**src/design/npcp_pkg.sv**
```systemverilog
package npcp_pkg;

    localparam int MAX_VERTEX_INDEX = 65535;
    localparam int CNT_W            = 17;
    localparam int DEPTH_FRAC       = 16;
    localparam int DEPTH_ONE        = 1 << DEPTH_FRAC;
    localparam int TBITS            = 30;
    localparam int DIV_STEPS        = 32;
    localparam int DIV_CNT_W        = $clog2(DIV_STEPS + 1);
    localparam int CFG_IDX_W        = 8;
    localparam int LERP_CHANS       = 8;

    localparam logic signed [31:0] NEAR_RESET   = 32'sd65536;
    localparam logic signed [31:0] FAR_RESET    = 32'sd655360000;
    localparam logic signed [31:0] XSCALE_RESET = 32'sd65536;
    localparam logic signed [31:0] YSCALE_RESET = 32'sd65536;
    localparam logic signed [31:0] SAT_MAX      = 32'sh7FFF_FFFF;
    localparam logic signed [31:0] SAT_MIN      = 32'sh8000_0000;

    typedef enum logic [CFG_IDX_W-1:0] {
        CFG_NEAR_PLANE = 8'd0,
        CFG_FAR_PLANE  = 8'd1,
        CFG_X_SCALE    = 8'd2,
        CFG_Y_SCALE    = 8'd3
    } cfg_reg_t;

    typedef enum logic [1:0] {
        OP_X     = 2'd0,
        OP_Y     = 2'd1,
        OP_DEPTH = 2'd2
    } proj_op_t;

    typedef enum logic [3:0] {
        S_IDLE,
        S_CLIP_CHK,
        S_CLIP_DIV,
        S_CLIP_LERP,
        S_CLIP_PUT,
        S_CLIP_CUR,
        S_PRJ_MUL,
        S_PRJ_START,
        S_PRJ_WAIT,
        S_EMIT_CHK,
        S_EMIT_V
    } npcp_state_t;

    typedef struct packed {
        logic               start_batch;
        logic signed [31:0] cam_x;
        logic signed [31:0] cam_y;
        logic signed [31:0] cam_z;
        logic signed [31:0] tex_u;
        logic signed [31:0] tex_v;
        logic [7:0]         red_in;
        logic [7:0]         green_in;
        logic [7:0]         blue_in;
        logic [7:0]         alpha_in;
    } in_beat_t;

    typedef struct packed {
        logic signed [31:0] screen_x;
        logic signed [31:0] screen_y;
        logic [16:0]        depth_out;
        logic signed [31:0] out_u;
        logic signed [31:0] out_v;
        logic [7:0]         red_out;
        logic [7:0]         green_out;
        logic [7:0]         blue_out;
        logic [7:0]         alpha_out;
        logic [15:0]        vertex_number;
        logic               last_of_run;
    } out_beat_t;

    typedef struct packed {
        logic signed [31:0] x;
        logic signed [31:0] y;
        logic signed [31:0] z;
        logic signed [31:0] u;
        logic signed [31:0] v;
        logic [7:0]         r;
        logic [7:0]         g;
        logic [7:0]         b;
        logic [7:0]         a;
    } vert_t;

    typedef struct packed {
        logic signed [31:0] sx;
        logic signed [31:0] sy;
        logic [16:0]        depth;
    } proj_t;

    typedef struct packed {
        logic       store_shift;
        logic       clr_count;
        logic       rotate;
        logic       clip_start;
        logic       lerp_mul;
        logic [2:0] lerp_chan;
        logic       commit_cut;
        logic       commit_cur;
        logic       proj_mul;
        logic       proj_start;
        logic       proj_write;
        proj_op_t   op;
        logic [1:0] idx;
        logic       emit_load;
        logic       emit_last;
    } npcp_cmd_t;

    typedef struct packed {
        logic cur_in;
        logic prev_in;
        logic div_busy;
        logic div_done;
        logic out_free;
        logic idx_ovf;
        logic last_near;
    } npcp_stat_t;

    function automatic logic [32:0] mag33(input logic signed [32:0] v);
        logic [32:0] r;
        r = v[32] ? 33'(-v) : 33'(v);
        return r;
    endfunction

endpackage

```
**src/design/npcp_ctrl.sv**
```systemverilog
module npcp_ctrl import npcp_pkg::*; (
    input  logic       aclk,
    input  logic       aresetn,
    input  logic       s_valid,
    input  logic       start_batch,
    output logic       s_ready,
    input  npcp_stat_t stat,
    output npcp_cmd_t  cmd
);

    npcp_state_t state_reg, state_next;
    logic [1:0]  pos_reg, pos_next;
    logic [1:0]  edge_reg, edge_next;
    logic [2:0]  n_reg, n_next;
    logic [3:0]  chan_reg, chan_next;
    logic [1:0]  j_reg, j_next;
    proj_op_t    op_reg, op_next;
    logic [1:0]  k_reg, k_next;
    logic [1:0]  v_reg, v_next;

    logic       edge_adv, tri_adv, tri_last;
    logic [2:0] n_after;
    logic [1:0] pos_eff;

    assign edge_adv = (state_reg == S_CLIP_CHK && stat.cur_in == stat.prev_in && !stat.cur_in)
                   || (state_reg == S_CLIP_PUT && !stat.cur_in)
                   || (state_reg == S_CLIP_CUR);
    assign tri_adv  = (state_reg == S_EMIT_CHK && stat.idx_ovf)
                   || (state_reg == S_EMIT_V && stat.out_free && v_reg == 2'd2);
    assign tri_last = ({1'b0, k_reg} + 3'd1) >= (n_reg - 3'd1);
    assign n_after  = (state_reg == S_CLIP_CHK) ? n_reg : n_reg + 3'd1;

    always_comb begin : next_state
        state_next = state_reg;
        pos_next   = pos_reg;
        edge_next  = edge_reg;
        n_next     = n_reg;
        chan_next  = chan_reg;
        j_next     = j_reg;
        op_next    = op_reg;
        k_next     = k_reg;
        v_next     = v_reg;
        pos_eff    = start_batch ? 2'd0 : pos_reg;
        case (state_reg)
            S_IDLE: begin
                if (s_valid) begin
                    if (pos_eff == 2'd2) begin
                        pos_next   = 2'd0;
                        edge_next  = 2'd0;
                        n_next     = 3'd0;
                        state_next = S_CLIP_CHK;
                    end else begin
                        pos_next = pos_eff + 2'd1;
                    end
                end
            end
            S_CLIP_CHK: begin
                if (stat.cur_in != stat.prev_in) begin
                    state_next = S_CLIP_DIV;
                end else if (stat.cur_in) begin
                    state_next = S_CLIP_CUR;
                end
            end
            S_CLIP_DIV: begin
                if (stat.div_done) begin
                    chan_next  = 4'd0;
                    state_next = S_CLIP_LERP;
                end
            end
            S_CLIP_LERP: begin
                if (chan_reg == 4'(LERP_CHANS)) begin
                    state_next = S_CLIP_PUT;
                end else begin
                    chan_next = chan_reg + 4'd1;
                end
            end
            S_CLIP_PUT: begin
                n_next = n_reg + 3'd1;
                if (stat.cur_in) begin
                    state_next = S_CLIP_CUR;
                end
            end
            S_CLIP_CUR: begin
                n_next = n_reg + 3'd1;
            end
            S_PRJ_MUL: begin
                state_next = S_PRJ_START;
            end
            S_PRJ_START: begin
                state_next = S_PRJ_WAIT;
            end
            S_PRJ_WAIT: begin
                if (stat.div_done) begin
                    case (op_reg)
                        OP_X: begin
                            op_next    = OP_Y;
                            state_next = S_PRJ_MUL;
                        end
                        OP_Y: begin
                            op_next    = OP_DEPTH;
                            state_next = S_PRJ_MUL;
                        end
                        default: begin
                            op_next = OP_X;
                            if (({1'b0, j_reg} + 3'd1) == n_reg) begin
                                k_next     = 2'd1;
                                v_next     = 2'd0;
                                state_next = S_EMIT_CHK;
                            end else begin
                                j_next     = j_reg + 2'd1;
                                state_next = S_PRJ_MUL;
                            end
                        end
                    endcase
                end
            end
            S_EMIT_CHK: begin
                if (!stat.idx_ovf) begin
                    v_next     = 2'd0;
                    state_next = S_EMIT_V;
                end
            end
            S_EMIT_V: begin
                if (stat.out_free && v_reg != 2'd2) begin
                    v_next = v_reg + 2'd1;
                end
            end
            default: begin
                state_next = S_IDLE;
            end
        endcase
        if (edge_adv) begin
            if (edge_reg == 2'd2) begin
                if (n_after >= 3'd3) begin
                    j_next     = 2'd0;
                    op_next    = OP_X;
                    state_next = S_PRJ_MUL;
                end else begin
                    state_next = S_IDLE;
                end
            end else begin
                edge_next  = edge_reg + 2'd1;
                state_next = S_CLIP_CHK;
            end
        end
        if (tri_adv) begin
            if (tri_last) begin
                state_next = S_IDLE;
            end else begin
                k_next     = k_reg + 2'd1;
                state_next = S_EMIT_CHK;
            end
        end
    end

    always_comb begin : outputs
        cmd     = '0;
        s_ready = 1'b0;
        cmd.op  = op_reg;
        cmd.rotate = edge_adv;
        case (state_reg)
            S_IDLE: begin
                s_ready         = 1'b1;
                cmd.store_shift = s_valid;
                cmd.clr_count   = s_valid && start_batch;
            end
            S_CLIP_CHK: begin
                cmd.clip_start = stat.cur_in != stat.prev_in;
            end
            S_CLIP_LERP: begin
                cmd.lerp_mul  = chan_reg < 4'(LERP_CHANS);
                cmd.lerp_chan = chan_reg[2:0];
            end
            S_CLIP_PUT: begin
                cmd.commit_cut = 1'b1;
                cmd.idx        = n_reg[1:0];
            end
            S_CLIP_CUR: begin
                cmd.commit_cur = 1'b1;
                cmd.idx        = n_reg[1:0];
            end
            S_PRJ_MUL: begin
                cmd.proj_mul = 1'b1;
                cmd.idx      = j_reg;
            end
            S_PRJ_START: begin
                cmd.proj_start = 1'b1;
                cmd.idx        = j_reg;
            end
            S_PRJ_WAIT: begin
                cmd.proj_write = stat.div_done;
                cmd.idx        = j_reg;
            end
            S_EMIT_V: begin
                cmd.emit_load = stat.out_free;
                cmd.emit_last = (v_reg == 2'd2) && (tri_last || stat.last_near);
                case (v_reg)
                    2'd0:    cmd.idx = 2'd0;
                    2'd1:    cmd.idx = k_reg;
                    default: cmd.idx = k_reg + 2'd1;
                endcase
            end
            default: ;
        endcase
    end

    always_ff @(posedge aclk) begin
        if (!aresetn) begin
            state_reg <= S_IDLE;
            pos_reg   <= 2'd0;
            edge_reg  <= 2'd0;
            n_reg     <= 3'd0;
            chan_reg  <= 4'd0;
            j_reg     <= 2'd0;
            op_reg    <= OP_X;
            k_reg     <= 2'd1;
            v_reg     <= 2'd0;
        end else begin
            state_reg <= state_next;
            pos_reg   <= pos_next;
            edge_reg  <= edge_next;
            n_reg     <= n_next;
            chan_reg  <= chan_next;
            j_reg     <= j_next;
            op_reg    <= op_next;
            k_reg     <= k_next;
            v_reg     <= v_next;
        end
    end

`ifndef ASSERT_OFF
    a_emit_only_when_free: assert property (@(posedge aclk) disable iff (!aresetn)
        cmd.emit_load |-> stat.out_free)
        else $error("vertex loaded into a full output register");

    a_div_not_busy: assert property (@(posedge aclk) disable iff (!aresetn)
        (cmd.clip_start || cmd.proj_start) |-> !stat.div_busy)
        else $error("divider started while busy");

    a_poly_bound: assert property (@(posedge aclk) disable iff (!aresetn)
        n_reg <= 3'd4)
        else $error("clipped polygon exceeds four vertices");

    a_lerp_after_div: assert property (@(posedge aclk) disable iff (!aresetn)
        (state_reg == S_CLIP_LERP && chan_reg == 4'd0) |-> $past(stat.div_done))
        else $error("interpolation began before the clip divide finished");
`endif

endmodule

```
**config.mk**
```make
export PLATFORM = sky130hd
export DESIGN_NAME = npcp_ctrl
export DESIGN_NICKNAME = d
export VERILOG_FILES = /design/src/design/npcp_pkg.sv /design/src/design/npcp_ctrl.sv
export SDC_FILE = /design/constraint.sdc
export NUM_CORES = 1
export LEC_CHECK = 0
export BUFFER_PORTS_ARGS = -buffer_cell sky130_fd_sc_hd__buf_2
export CAP_MARGIN = 30
export CORE_ASPECT_RATIO = 1.1
export CORE_MARGIN = 4
export CORE_UTILIZATION = 56
export DETAILED_ROUTE_END_ITERATION = 10
export HOLD_SLACK_MARGIN = 0.03
export PLACE_DENSITY = 0.79
export SLEW_MARGIN = 10
export SYNTH_ARGS = -nofsm -noshare
export SYNTH_HDL_FRONTEND = slang
export SYNTH_SLANG_ARGS = --single-unit
```
**constraint.sdc**
```tcl
create_clock -name aclk -period 2.8 [get_ports aclk]
set_input_delay 0.56 -clock aclk [delete_from_list [all_inputs] [get_ports aclk]]
set_output_delay 0.56 -clock aclk [all_outputs]
set_load 0.01 [all_outputs]
```
==> impl.org, run 1 <==
** Outcome
- The run finished with clean final reports.

** Routing
- Aggregate routed wire length :: 4310 um
- Iter 0 DRT Violations :: 89
- In the routed design, unresolved DRC markers number 0.
- DRT antenna net count :: 0
- Using the TritonRoute via totals, the vias-per-cell ratio works out to 5.95.
- In the final routed layout, each cell accounts on average for 13.9 um.
- Detailed-routing iteration count for the pre-antenna-repair pass :: 4
- Across all layers, the routed design uses 1839 vias.

** Cells and area
- Number of nets in the layout :: 299
- Util after Layout :: 66.3%
- Signed area change from the synthesized netlist to the final layout :: 11.3%
- In the final layout, the share of cells above drive strength 1 is 19.3%.
- After routing the design area is 2070 um2.
- 0 antenna diodes ended up in the layout.
- Once layout is complete, the cells apart from fillers number 309.

** Yosys
- Number of warnings issued by yosys :: 0
- Number of flops mapped to enable cells by yosys :: 0
- The number of nets in the synthesized netlist is 271.
- Cell variety after synth :: 54
- In the synthesized netlist the dominant register cell turns out to be sky130_fd_sc_hd__dfxtp_1.
- Post-Syn Area :: 1860 um2
- A synthesized cell averages 7.51 um2.
- Count of mapped cells out of synthesis :: 248
- After synthesis, the share of flip-flops with an asynchronous set or reset is 0%.
- Of the synthesized area, sequential elements account for 24.7%.
- Flip-flop and latch count after synthesis :: 23

** Clocking
- Counting the buffers created by CTS gives 3.
- The clock passes through at most 2 buffers.
- In this run the number of H-tree levels came out at 1.
- Clk sink count :: 23
- TritonCTS built the clock tree.
- CTS placed an instance of sky130_fd_sc_hd__clkbuf_4 at the clock tree root.
- Clock network latency to the later pin of the worst-skew pair :: 0.33 ns
- Clock-pin slew of the registers on the worst-case setup and hold paths :: 0.14 ns

** Setup path
- Largest stage delay on the critical path :: 0.40 ns
- The worst register-to-register path has a setup slack of 0.60 ns.
- Worst path slowest cell :: sky130_fd_sc_hd__dfxtp_4
- Combined buffer and inverter count along the critical path :: 2
- Data arrives at the worst endpoint at 2.10 ns.
- Kind of capture point of the worst setup path :: output pin
- Register-to-Register Path Depth :: 4
- Startpoint of the worst register-to-register path :: state_reg[0]
- Worst endpoint required time :: 2.24 ns
- Crit-path leading delay family :: adder cells
- CP startpoint kind :: flop
- In this run the worst path has a maximum fanout of 5.
- The worst setup path is of the flop to output pin kind.
- The most critical setup path has its startpoint at n_reg[1].
- CP cell instances :: inv_1 -> ha_1 -> ha_1 -> a211oi_2 -> nor2_1 -> o211a_1 -> buf_2
- Capture point of the worst reg-to-reg path :: op_reg[0]
- In this run the number of cells on the critical path is 7.
- The most numerous cell type found on the critical path is sky130_fd_sc_hd__ha_1.

** Die
- 31 I/O pins were placed.
- The die is 63.0 um wide.
- Initial Utilization :: 59.5%
- The floorplan step defined a die boundary enclosing 4310 um2.
- The floorplan step defined a core boundary enclosing 3130 um2.
- Floorplan die height :: 68.5 um
- Site row count :: 21

** Place
- Routability cong. :: 0.861
- OpenSTA, run right after detailed placement, puts the worst setup slack at 0.363 ns.
- Cell area after placement :: 2030 um2
- The HPWL after detailed placement is 3210 um.
- Buffers placed on the I/O ports in this run total 29.
- Placed Instances :: 304

** Worst hold path
- In this run the most critical hold path is launched from aresetn.
- Class of the tightest hold or removal check :: input pin to flop
- Counting instances, the worst hold path has a depth of 2.
- End point of the worst hold path :: k_reg[0]

** Global routing
- Global-route wire length before repair :: 7260 um
- Global routing used 21.0% of the available tracks across all layers.
- Number of antenna violations at the first check in global routing :: 0
- Vias in the first global route :: 1584
- Sum of overflow across all layers after global routing :: 0
- Maximum number of pins on one net before global-route repair :: 20

** STA
- RSZ-0062 raised after global routing :: false
- Once routing completed, OpenROAD measured the worst setup slack at 0.141 ns.
- The worst path in the final design needs a cycle of 2.66 ns, including I/O delays and setup.
- In this run the tightest slew margin relative to its limit is 57.1%.
- Setup Viol. Count Final :: 0
- The total count of hold-check failures in the final report was 0.
- Derived from the worst setup path, the maximum achievable clock frequency is 376 MHz.
- In the final timing run, aggregate negative setup slack is 0 ns.
- Final Slew Violations :: 0
- On the final layout, the worst clock skew is 0.0141 ns.
- In the finished design, the share of the clock period the worst path needs comes to 95.0%.
- For the pin with the worst max-slew slack, the measured transition is 0.642 ns.
- Worst Hold Slack :: 0.427 ns

** Pwr
- Peak ir drop on the vdd network :: 201 uV
- For this design the static power due to leakage is 0.879 nW.
- Total power for the finished layout comes to 545 uW.
- Power density over the cells :: 263 nW/um2

** Run
- The tool flagged a number of max-cap violations equal to 0.
==> cell usage after synthesis, drive strengths merged (2+ instances only) <==
| cell type | count | area (um2) |
|---|---|---|
| a211oi | 4 | 35.0 |
| a21o | 2 | 15.0 |
| a21oi | 16 | 83.8 |
| a221oi | 2 | 17.5 |
| a22oi | 3 | 22.5 |
| a31oi | 4 | 25.0 |
| and2 | 3 | 18.8 |
| and3 | 2 | 12.5 |
| buf | 10 | 57.6 |
| clkbuf | 4 | 15.0 |
| dfxtp | 23 | 460 |
| ha | 12 | 150 |
| inv | 13 | 48.8 |
| mux2 | 2 | 26.3 |
| mux2i | 3 | 30.0 |
| nand2 | 22 | 82.6 |
| nand2b | 12 | 75.1 |
| nand3 | 9 | 45.0 |
| nand3b | 6 | 45.0 |
| nor2 | 29 | 111 |
| nor2b | 7 | 43.8 |
| nor3 | 10 | 50.1 |
| nor3b | 3 | 22.5 |
| nor4 | 2 | 18.8 |
| o211ai | 2 | 15.0 |
| o21ai | 16 | 80.1 |
| o31ai | 2 | 15.0 |
| or4 | 2 | 15.0 |
| or4b | 2 | 20.0 |
| xnor2 | 6 | 52.6 |
==> cell type report <==
cell class | count | area (um2)
Inverter | 13 | 48.8
Fill cell | 282 | 1050
Sequential cell | 23 | 464
Clock buffer | 4 | 26.3
Tap cell | 34 | 42.5
Timing Repair Buffer | 37 | 205
Multi-Input combinational cell | 198 | 1280
==> metal layers <==
layer | wire [um] | share of wire, % | global-route usage (%) | up-vias
met5 | 0 | 0 | 0 | -
met1 | 2070 | 48 | 27.2 | 847
li1 | - | - | - | 940
met4 | 82 | 1.9 | 8.26 | 0
met3 | 162 | 3.8 | 2.46 | 8
met2 | 1990 | 46 | 35.8 | 44
==> logic make-up after synthesis <==
| family | after synthesis | share of synthesized area (%) |
|---|---|---|
| AND/OR/NAND/NOR | 115 | 33.8 |
| AO/OA/AOI/OAI | 59 | 20.6 |
| buffers and inverters | 27 | 6.52 |
| flip-flops | 23 | 24.7 |
| multiplexers | 5 | 3.02 |
| adder cells (fa/ha/maj) | 12 | 8.06 |
| XOR/XNOR | 7 | 3.29 |
==> worst max path at each step <==
stage	to
finish	cmd[0]
global route	cmd[0]
CTS	cmd[0]
floorplan	cmd[0]
global placement	cmd[0]
detailed placement	cmd[0]
==> power by group <==
part | internal [mW] | switching (mW)
logic | 0.0185 | 0.0272
clock network | 0.0560 | 0.112
registers | 0.328 | 0.00313
total | 0.403 | 0.142
==> timing repair <==
item / 4_1_cts / 5_1_grt
pin swaps: 0 / 1
hold buffers: 0 / 0
setup endpoints to repair: 1 / 1
setup buffers: 0 / 1
resized for setup: 1 / 2
==> cell usage in the layout, fill, tap and decap left out, types with 3 or more instances in the layout <==
master | netlist | layout
sky130_fd_sc_hd__nor3b_1 | 3 | 3
sky130_fd_sc_hd__nor3_1 | 10 | 10
sky130_fd_sc_hd__and2_1 | 3 | 3
sky130_fd_sc_hd__buf_2 | 7 | 29
sky130_fd_sc_hd__a21oi_1 | 15 | 15
sky130_fd_sc_hd__nand2b_1 | 12 | 12
sky130_fd_sc_hd__o21ai_0 | 16 | 16
sky130_fd_sc_hd__mux2i_1 | 3 | 3
sky130_fd_sc_hd__xnor2_1 | 6 | 6
sky130_fd_sc_hd__nand3_1 | 9 | 9
sky130_fd_sc_hd__a31oi_1 | 4 | 4
sky130_fd_sc_hd__inv_1 | 11 | 11
sky130_fd_sc_hd__dfxtp_1 | 23 | 22
sky130_fd_sc_hd__nor2_1 | 28 | 28
sky130_fd_sc_hd__buf_4 | 1 | 8
sky130_fd_sc_hd__a22oi_1 | 3 | 3
sky130_fd_sc_hd__clkbuf_4 | 0 | 3
sky130_fd_sc_hd__nand2_1 | 22 | 22
sky130_fd_sc_hd__nand3b_1 | 6 | 6
sky130_fd_sc_hd__nor2b_1 | 7 | 7
sky130_fd_sc_hd__ha_1 | 12 | 12
Note: power is estimated with default switching activity, not from simulation.
==> run 2, diff against run 1 <==
--- a/config.mk
+++ b/config.mk
@@ -5,14 +5,16 @@
 export SDC_FILE = /design/constraint.sdc
 export NUM_CORES = 1
 export LEC_CHECK = 0
+export ABC_AREA = 1
 export BUFFER_PORTS_ARGS = -buffer_cell sky130_fd_sc_hd__buf_2
 export CAP_MARGIN = 30
 export CORE_ASPECT_RATIO = 1.1
 export CORE_MARGIN = 4
 export CORE_UTILIZATION = 56
 export DETAILED_ROUTE_END_ITERATION = 10
+export GPL_ROUTABILITY_DRIVEN = 0
 export HOLD_SLACK_MARGIN = 0.03
-export PLACE_DENSITY = 0.79
+export PLACE_DENSITY = 0.8
 export SLEW_MARGIN = 10
 export SYNTH_ARGS = -nofsm -noshare
 export SYNTH_HDL_FRONTEND = slang
==> impl.org, run 2 <==
** Yosys
- The gate count of the mapped netlist is 284 (+15%).
- Post-Syn Area :: 1770 um2 (-4.9%)
- Area share of the largest cell type after synthesis :: 26.0% (+1.3 points)
- Number of flops mapped to enable cells by yosys :: 0 (unchanged)
- Most frequently used cell type in the post-synthesis netlist :: sky130_fd_sc_hd__nand2_1
- The number of warnings reported in the yosys synthesis log is 0 (unchanged).
- For this run, the leading register cell type out of synthesis is sky130_fd_sc_hd__dfxtp_1.
- By area the synthesized netlist is led by sky130_fd_sc_hd__dfxtp_1, sky130_fd_sc_hd__nand2_1, sky130_fd_sc_hd__inv_1.
- Cell type contributing the most total cell area after synthesis :: sky130_fd_sc_hd__dfxtp_1
- Proportion of synthesized flip-flops having asynchronous set or reset :: 0% (unchanged)
- Avg Synthesized Cell Area :: 6.23 um2 (-17%)
- Cell variety after synth :: 29 (-46%)
- Syn Nets :: 307 (+13%)
- After synthesis, the most frequently instantiated cells are sky130_fd_sc_hd__nand2_1, sky130_fd_sc_hd__inv_1, sky130_fd_sc_hd__nor2_1, sky130_fd_sc_hd__dfxtp_1, sky130_fd_sc_hd__nand3_1.
- The post-synthesis sequential area ratio is 26.0% (+1.3 points).
- The register bit total from synthesis came to 23 (unchanged).

** Setup path
- The buffers plus inverters on the worst setup path is 3 (+1).
- Kind of capture point of the worst setup path :: output pin
- Category of the most critical setup path :: flop to output pin
- Register-to-Register Path Depth :: 13 (+9)
- The worst endpoint required time is 2.24 ns (about the same).
- Crit-path leading delay family :: adder cells
- For this design, the slowest cell found on the critical path is sky130_fd_sc_hd__dfxtp_4.
- The critical path's largest stage delay came to 0.39 ns (about the same).
- The largest fanout of any net on the critical path came to 6 (+1).
- Walking the worst path, the cells encountered are inv_1 -> ha_1 -> xnor2_1 -> ha_1 -> a21oi_1 -> nand3_1 -> o21bai_1 -> inv_1 -> buf_2.
- Data arrival at the endpoint of the critical path :: 2.05 ns (-0.05 ns)
- The reg2reg setup slack came to 0.74 ns (+0.14 ns).
- The cell depth of the worst setup path was 9 (+2).
- CP startpoint kind :: flop

** Die
- The number of ports placed on the die boundary is 31 (unchanged).
- The die area is 4130 um2 (-4.3%).
- Floorplan die height :: 67.0 um (-2.2%)
- The row count came to 21 (unchanged).
- The die span in x is 61.6 um (-2.2%).
- Initial Utilization :: 58.1% (-1.5 points)
- The placeable core area was 3050 um2 (-2.5%).

** Clocking
- # resized after CTS :: 0 (-1)
- Clock network latency to the later pin of the worst-skew pair :: 0.32 ns (about the same)
- The clock-pin transition on the worst setup and hold timing paths is 0.13 ns (about the same).
- Number of setup buffers added after CTS :: 0 (unchanged)
- Number of buffers created by CTS :: 3 (unchanged)
- The number of H-tree branching levels came to 1 (unchanged).
- The maximum number of buffers from clock root to sink was 2 (unchanged).
- The number of hold buffers added after cts is 0 (unchanged).
- Clk sink count :: 23 (unchanged)
- Clock root buffer :: sky130_fd_sc_hd__clkbuf_4
- TritonCTS built the clock tree.

** Cells and area
- Final instance count without filler cells :: 348 (+13%)
- The library cell used most frequently in the layout, excluding fill and tap cells, is sky130_fd_sc_hd__nand2_1.
- Layout cells sized above 1 :: 19.4% (+0.15 points)
- Signed area change from the synthesized netlist to the final layout :: 11.3% (about the same)
- Number of nets in the layout :: 338 (+13%)
- Highest-count cells in the layout ignoring fill and taps :: sky130_fd_sc_hd__nand2_1, sky130_fd_sc_hd__inv_1, sky130_fd_sc_hd__nor2_1
- Number of antenna cells inserted :: 0 (unchanged)
- Util after Layout :: 64.7% (-1.6 points)

** Routing
- The detailed-route wire length per cell is 11.4 um (-18%).
- Detailed-routing iteration count for the pre-antenna-repair pass :: 4 (unchanged)
- Number of design rule violations left after detail routing :: 0 (unchanged)
- Via count :: 1820 (-1.0%)
- The number of DRC markers in iteration 0 is 101 (+13%).
- The routed wire length was 3980 um (-7.7%).
- DRT antenna net count :: 0 (unchanged)
- Via density per instance :: 5.23 (-12%)

** Place
- The placed cell count came to 344 (+13%).
- The half-perimeter wire length after detailed placement is 3210 um (about the same).
- The post-placement setup slack is 0.483 ns (+0.120 ns).
- The number of port buffers was 29 (unchanged).

** Global routing
- Maximum number of pins on one net before global-route repair :: 13 (-35%)
- Vias in the first global route :: 1538 (-2.9%)
- Sum of overflow across all layers after global routing :: 0 (unchanged)
- The number of antenna violations at the first check in global routing is 0 (unchanged).
- Global-route wire length before repair :: 6560 um (-9.6%)
- Total Routing Usage GR :: 21.1% (+0.070 points)

** Pwr
- The worst voltage drop across the vdd grid was 498 uV (+150%).
- Power density over the cells :: 669 nW/um2 (+150%)
- Post-route total power :: 1.32 mW (+140%)
- Static Leakage :: 0.988 nW (+12%)

** STA
- The final-report max-slew violation count is 0 (unchanged).
- The highest attainable clock frequency is 383 MHz (+1.8%).
- The number of setup violations in the final report is 0 (unchanged).
- The fraction of the cycle the final worst path needs is 93.3% (-1.7 points).
- Shortest clock period the worst path allows after layout :: 2.61 ns (-0.0482 ns)
- The minimum setup slack in the final design came to 0.189 ns (+0.0482 ns).
- Final worst clock skew :: 0.00542 ns (-0.00869 ns)
- RSZ-0062 raised after global routing :: false
- TNS Setup :: 0 ns (unchanged)
- The normalized max-slew margin was 77.2% (+20 points).
- Worst Max-Slew Pin Slew :: 0.341 ns (-0.302 ns)
- Number of hold violations in the final report :: 0 (unchanged)

** Worst hold path
- The worst hold path belongs to the class flop to flop.
- Hold Path Stages :: 1 (-1)

** Outcome
- Status :: finished clean

** Run
- Max-cap violation count :: 0 (unchanged)
==> run 2: cell count changes after synthesis, sizes merged, moves of 8 or more <==
cell and delta:
inv +37, buf -8, nor2 +22, nand2b -12, nand2 +48
==> run 2: final timing paths <==
kind / endpoint / startpoint
worst max-delay path: cmd[0] / n_reg[0]
worst min-delay path: edge_reg[1] / edge_reg[1]
worst max register to register: state_reg[0] / n_reg[0]
worst min register to register: edge_reg[1] / edge_reg[1]
==> run 2: cell type report <==
type / count / area [um2]
clock buffer: 4 / 26.3
fill: 305 / 1080
inverter: 51 / 191
multi-input combinational: 207 / 1100
sequential: 23 / 465
tap: 34 / 42.5
timing repair buffer: 29 / 145
==> run 2: per-layer routing <==
metal  part of all wire [%]  GRT usage (%)  vias up  wire length (um)
met2                     45           32.3       50              1800
met3                    5.9           2.91        7               236
met4                    2.1           7.69        0                82
met1                     47           29.3      793              1860
li1                       -              -      970                 -
met5                      0              0        -                 0
==> run 2: stage by stage <==
| stage | area [um2] | hold slack (ns) |
|---|---|---|
| 2_1_floorplan | 1770 | 0.406 |
| 3_3_place_gp | 1940 | 0.413 |
| 3_5_place_dp | 1940 | 0.422 |
| 4_1_cts | 1970 | 0.440 |
| 5_1_grt | 1970 | 0.451 |
| 6_report | 1970 | 0.438 |
==> run 2: kinds of logic (layout without fill, tap and decap cells) <==
logic type	count (synthesis)	count (layout)	synth area share, %
AOI/OAI and AO/OA	41	41	13.9
xor gates and xnor gates	3	3	1.48
and+or+nand+nor	151	151	38.3
adders and majority gates	12	12	8.48
buffers and inverters	54	84	11.9
DFF	23	23	26.0
==> run 2: where the power goes <==
group          total (mW)  switching (mW)  internal, mW
clock               0.160           0.104        0.0558
combinational       0.700           0.458         0.242
sequential          0.460          0.0664         0.393
